`config.mk`:
```
export PLATFORM = sky130hd
export DESIGN_NAME = bmhq_ctrl
export DESIGN_NICKNAME = d
export VERILOG_FILES = /design/src/rtl/bmhq_pkg.sv /design/src/rtl/bmhq_ctrl.sv
export SDC_FILE = /design/constraint.sdc
export NUM_CORES = 1
export LEC_CHECK = 0
export CORE_AREA = 2 2 39 41
export CTS_CLUSTER_SIZE = 20
export DETAILED_ROUTE_END_ITERATION = 6
export DIE_AREA = 0 0 41 43
export DONT_BUFFER_PORTS = 1
export GPL_ROUTABILITY_DRIVEN = 0
export SYNTH_ARGS = -nofsm -noshare
export SYNTH_HDL_FRONTEND = slang
export SYNTH_SLANG_ARGS = --single-unit
```
`constraint.sdc`:
```
create_clock -name clk -period 1.39 [get_ports clk]
set_input_delay 0.2085 -clock clk [delete_from_list [all_inputs] [get_ports clk]]
set_output_delay 0.2085 -clock clk [all_outputs]
set_load 0.1 [all_outputs]
```
`src/rtl/bmhq_pkg.sv`:
```
`default_nettype none

package bmhq_pkg;

	// field widths of the request and result words
	localparam int unsigned VALUE_W = 32;
	localparam int unsigned COUNT_W = 8;

	typedef enum logic {
		OP_INSERT = 1'b0,
		OP_DELETE = 1'b1
	} op_e;

	typedef enum logic [1:0] {
		ERR_OK    = 2'd0,
		ERR_FULL  = 2'd1,
		ERR_EMPTY = 2'd2
	} err_e;

	typedef struct packed {
		op_e                        cmd;
		logic signed [VALUE_W-1:0]  value;
	} req_t;

	typedef struct packed {
		logic signed [VALUE_W-1:0]  top_value;
		logic [COUNT_W-1:0]         entry_count;
		logic                       is_empty;
		err_e                       error_code;
	} rsp_t;

	// controller to datapath
	typedef struct packed {
		logic ins_load;     // open an insert: pos at end, count up, latch value
		logic del_load;     // open a delete: count down
		logic err_set;      // refuse the word, record err_code
		err_e err_code;
		logic rd_parent;    // read parent of pos
		logic rd_last;      // read last entry
		logic last_load;    // take last entry as moving value, pos to root
		logic rd_children;  // read both children of pos
		logic wr_val;       // write moving value at pos
		logic wr_parent;    // move parent down to pos, pos to parent
		logic wr_big;       // move larger child up to pos, pos to that child
	} ctl_cmd_t;

	// datapath to controller
	typedef struct packed {
		logic full;
		logic empty;
		logic one_left;
		logic pos_zero;
		logic up_less;      // parent smaller than moving value
		logic left_valid;   // left child of pos is a live entry
		logic down_less;    // moving value smaller than larger child
	} ctl_sts_t;

endpackage

`default_nettype wire

```
`src/rtl/bmhq_ctrl.sv`:
```
`default_nettype none

module bmhq_ctrl (
	input  wire logic                clk,
	input  wire logic                arst_n,
	input  wire logic                start,
	input  wire bmhq_pkg::op_e       op,
	input  wire bmhq_pkg::ctl_sts_t  sts,
	output      bmhq_pkg::ctl_cmd_t  cmd,
	output      logic                busy,
	output      logic                done
);

	typedef enum logic [2:0] {
		S_IDLE,
		S_UP_RD,
		S_UP_CMP,
		S_DN_LAST,
		S_DN_LOAD,
		S_DN_RD,
		S_DN_CMP,
		S_DONE
	} state_t;

	state_t state_q;
	state_t state_nxt;
	logic   busy_q;
	logic   done_q;

	always_comb begin
		cmd          = '0;
		cmd.err_code = bmhq_pkg::ERR_OK;
		state_nxt    = state_q;
		case (state_q)
			S_IDLE, S_DONE: begin
				state_nxt = S_IDLE;
				if (start) begin
					if (op == bmhq_pkg::OP_INSERT) begin
						if (sts.full) begin
							cmd.err_set  = 1'b1;
							cmd.err_code = bmhq_pkg::ERR_FULL;
							state_nxt    = S_DONE;
						end else begin
							cmd.ins_load = 1'b1;
							state_nxt    = S_UP_RD;
						end
					end else begin
						if (sts.empty) begin
							cmd.err_set  = 1'b1;
							cmd.err_code = bmhq_pkg::ERR_EMPTY;
							state_nxt    = S_DONE;
						end else begin
							cmd.del_load = 1'b1;
							state_nxt    = sts.one_left ? S_DONE : S_DN_LAST;
						end
					end
				end
			end
			S_UP_RD: begin
				if (sts.pos_zero) begin
					cmd.wr_val = 1'b1;
					state_nxt  = S_DONE;
				end else begin
					cmd.rd_parent = 1'b1;
					state_nxt     = S_UP_CMP;
				end
			end
			S_UP_CMP: begin
				if (sts.up_less) begin
					cmd.wr_parent = 1'b1;
					state_nxt     = S_UP_RD;
				end else begin
					cmd.wr_val = 1'b1;
					state_nxt  = S_DONE;
				end
			end
			S_DN_LAST: begin
				cmd.rd_last = 1'b1;
				state_nxt   = S_DN_LOAD;
			end
			S_DN_LOAD: begin
				cmd.last_load = 1'b1;
				state_nxt     = S_DN_RD;
			end
			S_DN_RD: begin
				if (!sts.left_valid) begin
					cmd.wr_val = 1'b1;
					state_nxt  = S_DONE;
				end else begin
					cmd.rd_children = 1'b1;
					state_nxt       = S_DN_CMP;
				end
			end
			S_DN_CMP: begin
				if (sts.down_less) begin
					cmd.wr_big = 1'b1;
					state_nxt  = S_DN_RD;
				end else begin
					cmd.wr_val = 1'b1;
					state_nxt  = S_DONE;
				end
			end
			default: begin
				state_nxt = S_IDLE;
			end
		endcase
	end

	always_ff @(posedge clk or negedge arst_n) begin
		if (!arst_n) begin
			state_q <= S_IDLE;
			busy_q  <= 1'b0;
			done_q  <= 1'b0;
		end else begin
			state_q <= state_nxt;
			busy_q  <= (state_nxt != S_IDLE) && (state_nxt != S_DONE);
			done_q  <= state_nxt == S_DONE;
		end
	end

	assign busy = busy_q;
	assign done = done_q;

	a_accept_progress: assert property (@(posedge clk) disable iff (!arst_n)
		(start && !busy_q) |=> (busy_q || done_q))
		else $error("accepted word neither in work nor finished");

	a_one_writer: assert property (@(posedge clk) disable iff (!arst_n)
		$onehot0({cmd.wr_val, cmd.wr_parent, cmd.wr_big}))
		else $error("more than one write source in a cycle");

	a_done_not_busy: assert property (@(posedge clk) disable iff (!arst_n)
		done_q |-> !busy_q)
		else $error("result strobe while still busy");

endmodule

`default_nettype wire

```
==> flow_summary.json, run 1 <==
{
  "timing.rr.end": "busy",
  "critPathMaxStageDelay_ps": 440,
  "grt_pass1_wl_mm": 2.36,
  "crit_slowest_cell": "dfrtp_2",
  "critPathArrivalTime_ps": 1520,
  "setup_viol": 14,
  "path_max_fanout": 6,
  "synth_area_leader_cell": "dfrtp_1",
  "clock_skew_ps": 16.1,
  "hold_ws_ps": 170,
  "io_buffer_count": 0,
  "reg2regPathDepth": 6,
  "fmax_mhz": 578,
  "grt_start_max_net_pins": 7,
  "finalHoldViolations": 0,
  "violations": "setup timing",
  "cts_made_buffers": 3,
  "die-area_mm2": 0.00176,
  "vdd_drop_max_uv": 2050,
  "finalCritPeriodShare": 1.24,
  "fill_cells": 79,
  "grt.total_usage": 0.210,
  "async_reset_ff_frac": 1.00,
  "tritoncts": "done",
  "holdPathStages": 2,
  "synth_area_um2": 419,
  "yosys_warnings": 0,
  "cap_violations": 0,
  "num_io_pins": 25,
  "vias": 558,
  "powerDensity_mw_per_mm2": 2780,
  "startpoint_type": "register",
  "drtAntennaViolNets": 0,
  "cts_num_sinks": 5,
  "timing.final.max_slew_violations": 0,
  "synth_edf_count": 0,
  "regToRegStartpoint": "state_q[0]",
  "hpwl_mm": 1.14,
  "setup_ws_ps": -340,
  "grt_pass1_vias": 554,
  "cp.required_ps": 1180,
  "start_util": 0.303,
  "htreeDepth": 1,
  "leakagePower_nw": 0.473,
  "cp_cell_sequence": "buf_6, nand2b_4, or3b_4, nand2_8",
  "final_common_cell": "buf_4",
  "avgSynthCellArea_um2": 8.38,
  "insertion_delay_ps": 270,
  "synth_flop_cell": "dfrtp_1",
  "drt-initial-drc-count": 6,
  "wl_per_cell_um": 16.5,
  "route.detailed.drc": 0,
  "r2r_setup_slack_ps": -160,
  "core_area_mm2": 0.00138,
  "vias_per_cell": 5.21,
  "clock_path_buffers": 2,
  "cts-root-buf": "clkbuf_4",
  "rsz0062_at_grt": "yes",
  "synth_top_area_share": 0.299,
  "synthCells": 50,
  "rows": 14,
  "insertedDiodeCount": 0,
  "setup_tns_ps": -3150,
  "synth.distinct_cells": 24,
  "area_growth_pct": 169,
  "drt_first_pass_iters": 4,
  "slew_headroom": 0.773,
  "clkTransAtPathRegs_ps": 60,
  "tightest_slew_ps": 337,
  "crit_start": "state_q[0]",
  "fp.dieH_um": 43,
  "final_area_mm2": 0.00113,
  "fin_crit_ps": 1730,
  "drive_gt1_frac": 0.802,
  "ys_ff_latch": 5,
  "status": "finished with violations",
  "grt_overflow": 0,
  "cp_top_family": "simple AND/OR/NAND/NOR gates",
  "final_nets": 103,
  "place_area_um2": 926,
  "worst_setup_path_end_kind": "output port",
  "antenna_found_initial": 0,
  "min_to": "state_q[2]",
  "routed_wl_mm": 1.77,
  "synth.top_cells.by_area": "dfrtp_1, nor2_1, nand2b_1",
  "syn_nets": 61,
  "most-common-layout-cells": "buf_4, buf_6, buf_12",
  "yosysSeqAreaShare": 0.299,
  "fp.dieW_um": 41,
  "worstHoldPathType": "in -> reg",
  "min_from": "start",
  "cp_num_buf_inv": 1,
  "critPathKind": "reg -> out"
}
==> worst max-delay path by stage <==
stage	depth (start not counted)	end	slack, ps
3_5_place_dp	5	cmd[11]	-150
2_1_floorplan	4	cmd[11]	-470
3_3_place_gp	5	cmd[11]	-130
4_1_cts	4	cmd[2]	-340
6_report	4	cmd[2]	-340
5_1_grt	4	cmd[2]	-370
==> synthesized netlist by cell type (2+ instances only) <==
cell,number
nor3b_1,2
nand2b_1,4
nor3_1,2
o21ai_0,2
nor2_1,11
buf_6,2
dfrtp_1,5
nand2_1,5
nor4_1,2
==> final cells by class <==
class / count / area, µm² / area share
tap: 16 / 20.0 / 0.0178
multi-input combinational: 42 / 467 / 0.414
clock buffer: 4 / 26.3 / 0.0233
timing repair buffer: 40 / 485 / 0.431
sequential: 5 / 129 / 0.114
==> metrics by stage <==
stage | power, mW | worst slack (ps) | std cells | utilization
after floorplan | 1.81 | -473 | 50 | -
after global placement | 2.43 | -129 | 95 | 0.669
after detailed placement | 2.47 | -150 | 95 | 0.669
after CTS | 2.80 | -336 | 103 | 0.741
after global routing | 3.26 | -374 | 107 | 0.815
final | 3.13 | -340 | 107 | 0.815
==> power by group <==
part | switching, mW | internal (mW) | total [mW]
logic | 1.50 | 1.12 | 2.61
clock network | 0.0823 | 0.110 | 0.192
registers | 0.0984 | 0.228 | 0.327
==> registers in the layout, indices dropped and copies added, names as in the netlist <==
| register | count |
|---|---|
| busy | 1 |
| done | 1 |
| state_q | 3 |
==> per-layer routing <==
metal  up-vias  wire [µm]  GRT usage
met4         0         53      0.140
met5         -          0          0
li1        257          -          -
met2        26        975      0.375
met3         7        108     0.0419
met1       268        630      0.193
==> what timing repair did <==
action | 4_1_cts | 5_1_grt
hold endpoints to repair | 5 | 0
hold buffers | 1 | 0
resized for setup | 11 | 16
gates cloned | 0 | 0
setup buffers | 3 | 4
setup endpoints to repair | 15 | 16
pin swaps | 4 | 8
==> cell families after synthesis <==
family / share of synthesized area
compound gates: 0.185
flops: 0.299
simple gates: 0.445
buf+inv: 0.0716
Note: power is estimated with default switching activity, not from simulation.
==> inputs of run 2 (changes only) <==
- ABC_AREA: not set -> 1
- CTS_CLUSTER_DIAMETER: not set -> 100
==> flow_summary.json, run 2 <==
{
  "multi_input_area_um2": 554,
  "vdd_drop_max_uv": 2450,
  "grt_start_max_net_pins": 8,
  "finalCritPeriodShare": 1.21,
  "setup_viol": 14,
  "wl_per_cell_um": 17.0,
  "cts_num_sinks": 5,
  "core_area_mm2": 0.00138,
  "cts-root-buf": "clkbuf_4",
  "clkTransAtPathRegs_ps": 60,
  "critPathKind": "reg -> out",
  "io_buffer_count": 0,
  "fp.dieH_um": 43,
  "internal-power_mw": 1.46,
  "synth.distinct_cells": 20,
  "async_reset_ff_frac": 1.00,
  "p_sw_mw": 2.04,
  "htreeDepth": 1,
  "fill_cells": 54,
  "violations": "setup timing",
  "finalHoldViolations": 0,
  "start_util": 0.422,
  "num_io_pins": 25,
  "hpwl_mm": 1.28,
  "dp.cells": 123,
  "synth_area_um2": 584,
  "top_register": "state_q",
  "final_common_cell": "buf_4",
  "fin_cells": 138,
  "slew_headroom": 0.816,
  "rows": 14,
  "p_sw_frac": 0.582,
  "synth_top_area_share": 0.214,
  "yosys_warnings": 0,
  "worstHoldPathType": "in -> async",
  "cap_violations": 0,
  "area_growth_pct": 116,
  "tritoncts": "done",
  "fmax_mhz": 592,
  "worst_setup_path_end_kind": "output port",
  "grt_overflow": 0,
  "drive_gt1_frac": 0.680,
  "tightest_slew_ps": 279,
  "critPathArrivalTime_ps": 1480,
  "synth_area_leader_cell": "dfrtp_1",
  "synth_flop_cell": "dfrtp_1",
  "route.detailed.drc": 0,
  "largest_reg_flops": 3,
  "clock_skew_ps": 11.1,
  "antenna_found_initial": 0,
  "grt_pass1_vias": 778,
  "cp.required_ps": 1180,
  "drt_first_pass_iters": 4,
  "ff_latch_area_um2": 129,
  "cts_made_buffers": 3,
  "utilization": 0.911,
  "ys_ff_latch": 5,
  "most-common-layout-cells": "buf_4, nor2_4, nand2_1",
  "vias_per_cell": 5.46,
  "yosysSeqAreaShare": 0.214,
  "grt_pass1_wl_mm": 3.24,
  "synthTopCellsByCount": "nor2_1, nand2_1, inv_1",
  "startpoint_type": "register",
  "clock_path_buffers": 2,
  "routed_wl_mm": 2.34,
  "seqPwrFrac": 0.100,
  "drtAntennaViolNets": 0,
  "fp.dieW_um": 41,
  "grt.total_usage": 0.271,
  "fin_crit_ps": 1690,
  "leakagePower_nw": 0.560,
  "path_max_fanout": 5,
  "total_power_mw": 3.50,
  "p_clk_frac": 0.056,
  "vias": 754,
  "synth.top_cells.by_area": "dfrtp_1, nand3_2, nor2_1",
  "powerDensity_mw_per_mm2": 2780,
  "avgSynthCellArea_um2": 7.13,
  "synth.most_common_cell": "nor2_1",
  "final_nets": 134,
  "synth_edf_count": 0,
  "synthCells": 82,
  "drt-initial-drc-count": 40,
  "insertedDiodeCount": 0,
  "insertion_delay_ps": 270,
  "timing.final.max_slew_violations": 0,
  "die-area_mm2": 0.00176,
  "status": "finished with violations",
  "rsz0062_at_grt": "yes",
  "syn_nets": 93,
  "setup_ws_ps": -298,
  "comb_power_share": 0.844
}
==> run 2: changes by cell type in the layout (fill, tap and decap cells not counted), sizes merged, moves of 2 or more <==
cell / before / now
nand2b: 5 / 0
nand2: 5 / 19
nand3: 1 / 10
nor4: 2 / 0
nand4: 0 / 4
nor2: 11 / 22
clkinv: 0 / 2
nor3b: 2 / 0
inv: 0 / 11
==> run 2: power by group through the flow <==
| stage | logic, mW | clock network, mW | registers [mW] |
|---|---|---|---|
| 3_3_place_gp | 2.30 | 0 | 0.341 |
| 3_5_place_dp | 2.34 | 0 | 0.343 |
| 2_1_floorplan | 1.63 | 0 | 0.402 |
| 5_1_grt | 3.08 | 0.198 | 0.361 |
| 6_report | 2.96 | 0.196 | 0.350 |
| 4_1_cts | 2.76 | 0.181 | 0.341 |
==> run 2: worst paths after layout <==
kind                             from    endpoint  slack [ps]  cells after the start
max                        state_q[1]      cmd[8]        -300                      6
min                            arst_n  state_q[1]         240                      1
max reg2reg                state_q[1]        busy        -140                     11
min reg2reg                state_q[2]  state_q[2]         890                      4
max in group asynchronous      arst_n  state_q[0]         920                      1
min in group clk               sts[4]  state_q[2]         290                      3
==> run 2: layer usage <==
layer  up-vias  GRT usage  wire (µm)
met5         -          0          0
met1       353      0.325        838
li1        343          -          -
met3        12     0.0314        162
met2        46      0.425       1270
met4         0      0.180         71
==> run 2: what timing repair did <==
item	in CTS	in global routing
endpoints found under the hold margin	5	0
gates resized for setup	22	8
buffers inserted	8	2
pin swaps	10	11
setup endpoints to repair	13	15
hold buffers	1	0
==> run 2: stage by stage <==
stage               hold slack, ps  cell area [µm²]  setup slack (ps)  setup TNS, ps
CTS                            255             1220              -285          -2500
detailed placement           -87.0             1020             -97.4           -423
global placement             -87.0             1020             -64.2           -233
global route                   258             1260              -341          -3670
floorplan                    -87.1              689              -427          -1450
finish                         236             1260              -298          -3030
==> run 2: cells by family after synthesis <==
| logic type | share of synthesized area |
|---|---|
| simple gates | 0.606 |
| compound gates | 0.0257 |
| buf+inv | 0.154 |
| flops | 0.214 |
==> run 2: layout make-up <==
class,count,area share
clock buffers,4,0.0208
multi-input cells,61,0.439
flip-flops and latches,5,0.102
inverters,13,0.0516
repair buffers,39,0.370
well taps,16,0.0159
==> run 2: critical path, cell delays in order (launching register included) <==
cell and delay, ps:
dfrtp_2 470, nor2_4 140, nand2_4 80, nand2_8 90, nand2_8 80, nor3_4 150
buf_12 200
==> inputs of run 3 (changes only) <==
==> constraint.sdc (replaced) <==
create_clock -name clk -period 1.39 [get_ports clk]
set_input_delay 0.278 -clock clk [delete_from_list [all_inputs] [get_ports clk]]
set_output_delay 0.278 -clock clk [all_outputs]
set_load 0.1 [all_outputs]
==> flow_summary.json, run 3 (synthesis gave the netlist of run 2 again) <==
{
  "holdPathStages": 3,
  "cap_violations": 0,
  "startpoint_type": "register",
  "final_common_cell": "buf_4",
  "fmax_mhz": 576,
  "setup_tns_ps": -3420,
  "clock_path_buffers": 2,
  "multi_input_area_um2": 541,
  "drt_first_pass_iters": 4,
  "vias_per_cell": 5.04,
  "io_buffer_count": 0,
  "die-area_mm2": 0.00176,
  "start_util": 0.422,
  "path_max_fanout": 6,
  "grt.total_usage": 0.207,
  "rsz0062_at_grt": "yes",
  "antenna_found_initial": 0,
  "vdd_drop_max_uv": 1630,
  "fp.dieH_um": 43,
  "worstHoldPathType": "in -> reg",
  "vias": 670,
  "hpwl_mm": 1.33,
  "worst_setup_path_end_kind": "output port",
  "finalHoldViolations": 0,
  "drive_gt1_frac": 0.650,
  "setup_viol": 14,
  "leakagePower_nw": 0.528,
  "violations": "setup timing",
  "top_register": "state_q",
  "slew_headroom": 0.817,
  "ff_latch_area_um2": 129,
  "clock_skew_ps": 0.612,
  "cts-root-buf": "clkbuf_4",
  "critPathArrivalTime_ps": 1460,
  "insertedDiodeCount": 0,
  "total_power_mw": 3.21,
  "clkTransAtPathRegs_ps": 50,
  "grt_pass1_vias": 592,
  "drtAntennaViolNets": 0,
  "fill_cells": 70,
  "most-common-layout-cells": "buf_4, nor2_4, nand2_1",
  "largest_reg_flops": 3,
  "final_nets": 129,
  "htreeDepth": 1,
  "fin_crit_ps": 1740,
  "tritoncts": "done",
  "cts_made_buffers": 3,
  "drt-initial-drc-count": 15,
  "tightest_slew_ps": 277,
  "finalCritPeriodShare": 1.25,
  "area_growth_pct": 102,
  "rows": 14,
  "insertion_delay_ps": 250,
  "grt_overflow": 0,
  "post-place-ws_ps": -136,
  "critPathKind": "reg -> out",
  "num_io_pins": 25,
  "grt_pass1_wl_mm": 2.53,
  "routed_wl_mm": 1.76,
  "fin_cells": 133,
  "setup_ws_ps": -347,
  "core_area_mm2": 0.00138,
  "dp.cells": 123,
  "reg2regPathDepth": 10,
  "cts_num_sinks": 5,
  "powerDensity_mw_per_mm2": 2720,
  "cp.required_ps": 1110,
  "status": "finished with violations",
  "timing.final.max_slew_violations": 0,
  "wl_per_cell_um": 13.2,
  "grt_start_max_net_pins": 7,
  "route.detailed.drc": 0,
  "fp.dieW_um": 41,
  "hold_ws_ps": 304
}
==> run 3: cell types whose count changed in the layout (fill, tap and decap cells not counted), sizes merged <==
cell | previous run | this run
buf | 38 | 33
clkinv | 2 | 1
inv | 11 | 12
==> run 3: critical path, cell delays in order (launching register included) <==
cell and delay (ps):
dfrtp_2 450, buf_4 200, nand3_4 110, nor2_4 40
nor2_4 220, nand2_8 170
==> run 3: cell type report <==
| class | count | area share |
|---|---|---|
| well taps | 16 | 0.0170 |
| clock buffers | 4 | 0.0223 |
| multi-input cells | 61 | 0.458 |
| inverters | 13 | 0.0477 |
| repair buffers | 34 | 0.346 |
| flip-flops and latches | 5 | 0.109 |
==> run 3: layer usage <==
| layer | vias to the layer above | track usage | share of wire |
|---|---|---|---|
| li1 | 326 | - | - |
| met2 | 22 | 0.331 | 0.54 |
| met1 | 320 | 0.282 | 0.41 |
| met4 | 0 | 0.0600 | 0.012 |
| met3 | 2 | 0.0209 | 0.036 |
| met5 | - | 0 | 0 |
==> run 3: power breakdown <==
part           switching, mW  internal [mW]
Sequential             0.104          0.226
Combinational           1.70          0.992
Clock                 0.0775          0.110
==> run 3: final timing paths <==
path	startpoint	endpoint	slack [ps]
max	state_q[0]	cmd[2]	-350
max in group asynchronous	arst_n	state_q[1]	880
min reg2reg	state_q[1]	state_q[2]	800
min	sts[1]	state_q[0]	300
max reg2reg	state_q[1]	busy	-70
min in group asynchronous	arst_n	busy	310
==> run 3: through the flow <==
step,cell area [µm²],util
floorplan,698,-
global placement,1030,0.746
detailed placement,1030,0.746
CTS,1080,0.783
global route,1180,0.853
finish,1180,0.853
==> run 3: repair_timing <==
item | 4_1_cts | 5_1_grt
endpoints found under the setup margin | 14 | 14
cloned | 0 | 0
hold buffers | 1 | 0
hold endpoints to repair | 5 | 0
resized for setup | 4 | 9
pin swaps | 1 | 2
setup buffers | 1 | 5
